<file path="src/rtl/core/jec_pkg.sv">
`default_nettype none
package jec_pkg;

    localparam int FRAC_BITS  = 28;
    localparam int Z_W        = 32;
    localparam int C_W        = 31;
    localparam int CNT_W      = 16;
    localparam int CFG_IDX_W  = 2;
    localparam int CFG_DATA_W = 32;
    localparam int MAG_W      = Z_W;
    localparam int PROD_W     = 2 * MAG_W;
    localparam int SUM_W      = PROD_W + 1;

    // Bit weight of 4.0 in a product with 2*FRAC_BITS fraction bits
    localparam logic [SUM_W-1:0] FOUR_SQ = SUM_W'(1) << (2 * FRAC_BITS + 2);

    localparam logic signed [C_W-1:0] C_LIMIT     = C_W'(2) << FRAC_BITS;
    localparam logic signed [C_W-1:0] C_LIMIT_NEG = -(C_W'(2) << FRAC_BITS);

    localparam logic signed [C_W-1:0] C_REAL_RESET    = -C_W'(174615117);
    localparam logic signed [C_W-1:0] C_IMAG_RESET    = -C_W'(128375230);
    localparam logic [CNT_W-1:0]      MAX_COUNT_RESET = CNT_W'(255);

    typedef enum logic [CFG_IDX_W-1:0] {
        CFG_C_REAL    = 2'd0,
        CFG_C_IMAG    = 2'd1,
        CFG_MAX_COUNT = 2'd2,
        CFG_UNUSED    = 2'd3
    } cfg_index_t;

    typedef enum logic [1:0] {
        ST_IDLE  = 2'd0,
        ST_MUL   = 2'd1,
        ST_CHECK = 2'd2,
        ST_HOLD  = 2'd3
    } state_t;

    typedef struct packed {
        logic load;
        logic step;
        logic finish;
    } cmd_t;

    typedef struct packed {
        logic escaped;
        logic at_max;
        logic out_free;
    } status_t;

endpackage
`default_nettype wire

</file>
<file path="src/rtl/core/jec_ctrl.sv">
`default_nettype none
module jec_ctrl
    import jec_pkg::*;
(
    input  wire logic    aclk,
    input  wire logic    aresetn,
    input  wire logic    s_valid,
    output logic         s_ready,
    input  wire status_t status,
    output cmd_t         cmd
);

    state_t state_reg;
    state_t state_next;
    logic   done;

    assign done = status.escaped || status.at_max;

    always_ff @(posedge aclk) begin
        if (!aresetn) begin
            state_reg <= ST_IDLE;
        end else begin
            state_reg <= state_next;
        end
    end

    always_comb begin
        state_next = state_reg;
        case (state_reg)
            ST_IDLE: begin
                if (s_valid) begin
                    state_next = ST_MUL;
                end
            end
            ST_MUL: begin
                state_next = ST_CHECK;
            end
            ST_CHECK: begin
                if (!done) begin
                    state_next = ST_MUL;
                end else if (status.out_free) begin
                    state_next = ST_IDLE;
                end else begin
                    state_next = ST_HOLD;
                end
            end
            ST_HOLD: begin
                if (status.out_free) begin
                    state_next = ST_IDLE;
                end
            end
            default: begin
                state_next = ST_IDLE;
            end
        endcase
    end

    always_comb begin
        s_ready    = 1'b0;
        cmd.load   = 1'b0;
        cmd.step   = 1'b0;
        cmd.finish = 1'b0;
        case (state_reg)
            ST_IDLE: begin
                s_ready  = 1'b1;
                cmd.load = s_valid;
            end
            ST_MUL: begin
            end
            ST_CHECK: begin
                cmd.step   = !done;
                cmd.finish = done && status.out_free;
            end
            ST_HOLD: begin
                cmd.finish = status.out_free;
            end
            default: begin
            end
        endcase
    end

endmodule
`default_nettype wire

</file>
<file path="config.mk">
export PLATFORM = sky130hd
export DESIGN_NAME = jec_ctrl
export DESIGN_NICKNAME = d
export VERILOG_FILES = /design/src/rtl/core/jec_pkg.sv /design/src/rtl/core/jec_ctrl.sv
export SDC_FILE = /design/constraint.sdc
export NUM_CORES = 1
export LEC_CHECK = 0
export ABC_AREA = 0
export BUFFER_PORTS_ARGS = -buffer_cell sky130_fd_sc_hd__buf_2
export CAP_MARGIN = 20
export CORE_AREA = 2 2 39 41
export CTS_CLUSTER_SIZE = 25
export DETAILED_ROUTE_END_ITERATION = 6
export DIE_AREA = 0 0 41 43
export PLACE_DENSITY = 0.3
export SLEW_MARGIN = 20
export SYNTH_ARGS = -nofsm -noshare
export SYNTH_HDL_FRONTEND = slang
export SYNTH_SLANG_ARGS = --single-unit
</file>
<file path="constraint.sdc">
create_clock -name aclk -period 0.91 [get_ports aclk]
set_input_delay 0.091 -clock aclk [delete_from_list [all_inputs] [get_ports aclk]]
set_output_delay 0.091 -clock aclk [all_outputs]
set_load 0.05 [all_outputs]
</file>
Word-level counts from Yosys, hierarchy flattened
Index checks and enable logic that the tools add are counted.

word-level totals
  register bits = 2
  input port bits = 6
  word-level logic and storage cells = 20
  output and inout port bits = 4

operators by class
  muxes and demuxes = 9
  eq/ne operators = 5
  reduce and logical (&&, ||, !) cells = 5

operators by type and width
  operator              count
  $mux W2               4
  $pmux W2 S4           1
  $eq A2 B2 Y1 const B  2
  $ne A2 B2 Y1 const B  2
  $mux W1               3
  $eq A2 B1 Y1 const B  1
  $logic_not A2 Y1      1
  $pmux W1 S2           1
  $reduce_and A2 Y1     1
  $logic_and A1 B1 Y1   1
  $logic_not A1 Y1      1
  $logic_or A1 B1 Y1    1

Depth between registers and ports, before layout
  depth after elaboration = 3
  gate-level depth with buffers = 2

Worst setup path after synthesis
OpenSTA, ideal clock, no wires.

  path kind = register to output
  start = register state_reg[0]
  end = output cmd[2] in the netlist's numbering
  cell stages (with the launch flop) = 3
  path slack = -0.733 ns
  buffers on the path = 0
  arrival = 1.552 ns
  data required time = 0.819 ns
  path through = dfxtp_1 -> nor2_1 -> and2_1

RTL lines
  item                    RTL line        source
  start, declared         jec_ctrl.sv:13  state_t state_reg;
  start signal, assigned  jec_ctrl.sv:23  state_reg <= state_next;
  end, declared           jec_ctrl.sv:10  output cmd_t cmd

==> run summary <==
IO Count: 10
Reg2Reg Depth: 2
Initial Utilization: 0.0841
Fill count: 155
CTS Buf Count: 3
CTS tree: built
Die area: 0.00176 mm²
Status: finished with violations
Worst skew pair latency: 0.22 ns
Count of state elements after synthesis: 2
Setup TNS: -0.753 ns
First-pass GRT wire length: 538 µm
Slew @ Worst Pin: 0.248 ns
Worst hold stages: 2
Final WS setup: -0.203 ns
Antenna Cells: 0
DR vias: 143
Syn_nets: 18
Num rows: 14
Core ar.: 0.00138 mm²
Worst Hold Slack: 0.114 ns
Number of setup buffers added after CTS: 0
Type of the most critical hold path: in -> reg
Slew Viols, Final: 0
Vias per cell: 3.40
Largest net degree at the start of global routing: 6
CTS Hold Buffers Added: 0
Startpoint Class: flop
Part of the Yosys area used for sequential elements: 0.344
RSZ-0062 raised after global routing: yes
Cells after synthesis: 12
CP Data Required Time: 0.82 ns
Clk_skew: 0.00327 ns
H-tree depth: 1
Grt ovf: 0
VDD IR-drop max: 435 µV
Vias in the first global route: 149
Tmin final: 1.11 ns
Final #Nets: 34
Final non-filler cell total: 42
Reg-to-reg startpoint: state_reg[1]
Placer Congestion: 0.575
DIE WIDTH: 41 µm
Multi-input gate area: 95.1 µm²
Mean post-synth cell area: 9.70 µm²
Total power: 0.000466 W
YS warnings: 0
PwrDens: 1680 mW/mm²
Yosys cell types: 10
# port buffers: 9
Reg-to-reg endpoint: state_reg[0]
Failing checks: negative setup slack
Critical Path Source: state_reg[0]
First-pass iteration count of the detailed router: 2
Lkg Pwr: 0.129 nW
Reg2reg setup slack: 0.03 ns
Die Ht: 43 µm
Longest Clk Path Bufs: 2
Root buffer cell: clkbuf_4
Kind of critical path: reg -> out
Worst Setup EP: cmd[2]
Detailed Route WL: 339 µm
DP Cell Count: 39
Fin crit share: 1.22
Max Cap Viol: 0
Final Hold Fails: 0
Crit path arrival time: 1.02 ns
Layout cell share with drive strength beyond 1: 0.808
Register clock-pin slew on the reported worst setup and hold paths: 0.03 ns
Residual DRC: 0
Number of DRC markers in iteration 0: 3
CTS Sinks: 2
Largest register FFs: 2
Gr usage total: 0.0501
Critical Path Sink Type: output pin
Worst-path fanout max: 3
FF/Latch Area: 42.5 µm²
Initial antenna violation count: 0
Drt wl/cell: 8.07 µm
Post-route ant nets: 0
Area delta synth->final: 139%
Max Clk Rate: 898 MHz
Mapped Area: 116 µm²
Slew HR: 0.836
Setup violations, final: 4
power breakdown:
group | total [W] | internal (W) | switching (W)
clock network | 0.000194 | 0.000145 | 0.0000485
registers | 0.000111 | 0.0000987 | 0.0000122
logic | 0.000161 | 0.0000721 | 0.0000890
critical path, stage by stage (launching register included):
cell and delay, ns:
dfxtp_2 0.33, buf_6 0.12, nor2_4 0.07, and2_4 0.14, buf_8 0.13
cells by family (layout without fill, tap and decap cells):
kind of cell,after synthesis,after routing,synth area share
and+or+nand+nor,7,7,0.409
AOI/OAI and AO/OA,3,3,0.247
DFF,2,2,0.344
buffers and inverters,0,14,0
worst min path at each step:
| stage | from | end |
|---|---|---|
| after floorplan | aresetn | state_reg[1] |
| after global placement | aresetn | state_reg[1] |
| after detailed placement | aresetn | state_reg[1] |
| after CTS | aresetn | state_reg[1] |
| after global routing | aresetn | state_reg[1] |
| final | aresetn | state_reg[1] |
what timing repair did:
item                       4_1_cts  5_1_grt
resized for setup               13        1
cloned                           0        0
setup endpoints to repair        5        5
pin swaps                        2        0
layer usage:
layer | vias to the layer above | global-route usage | routed length [µm]
met5 | - | 0 | 0
met2 | 7 | 0.0688 | 182
met1 | 65 | 0.0414 | 118
met3 | 0 | 0.0471 | 38
met4 | 0 | 0.0400 | 0
li1 | 71 | - | -
cell usage after synthesis (all sizes together):
cell type  count  area (µm²)
o21a           1        7.51
nor2           2        7.51
and2           2        13.8
o221a          1        11.3
nor2b          1        6.26
nand2          1        3.75
dfxtp          2        40.0
nor3           1        16.3
o211a          1        10.0
through the flow:
| stage | util | area (µm²) | worst slack (ns) |
|---|---|---|---|
| finish | 0.201 | 278 | -0.203 |
| global route | 0.201 | 278 | -0.248 |
| CTS | 0.198 | 274 | -0.214 |
| detailed placement | 0.155 | 214 | -0.130 |
| global placement | 0.155 | 214 | -0.124 |
| floorplan | - | 134 | -0.122 |
layout by cell type (no fill, tap or decap):
cell type  count
buf_2          6
clkbuf_4       3
buf_8          3
nor2_4         2
and2_4         2
buf_6          2
dfxtp_2        2
nor3_4         1
nand2_1        1
nor2b_1        1
o221a_1        1
o21a_1         1
o211a_1        1
layout make-up:
cell class	count	share of cell area
well taps	16	0.0721
flip-flops and latches	2	0.153
multi-input cells	10	0.342
clock buffers	3	0.0811
repair buffers	11	0.351
(Power assumes the default switching activity.)
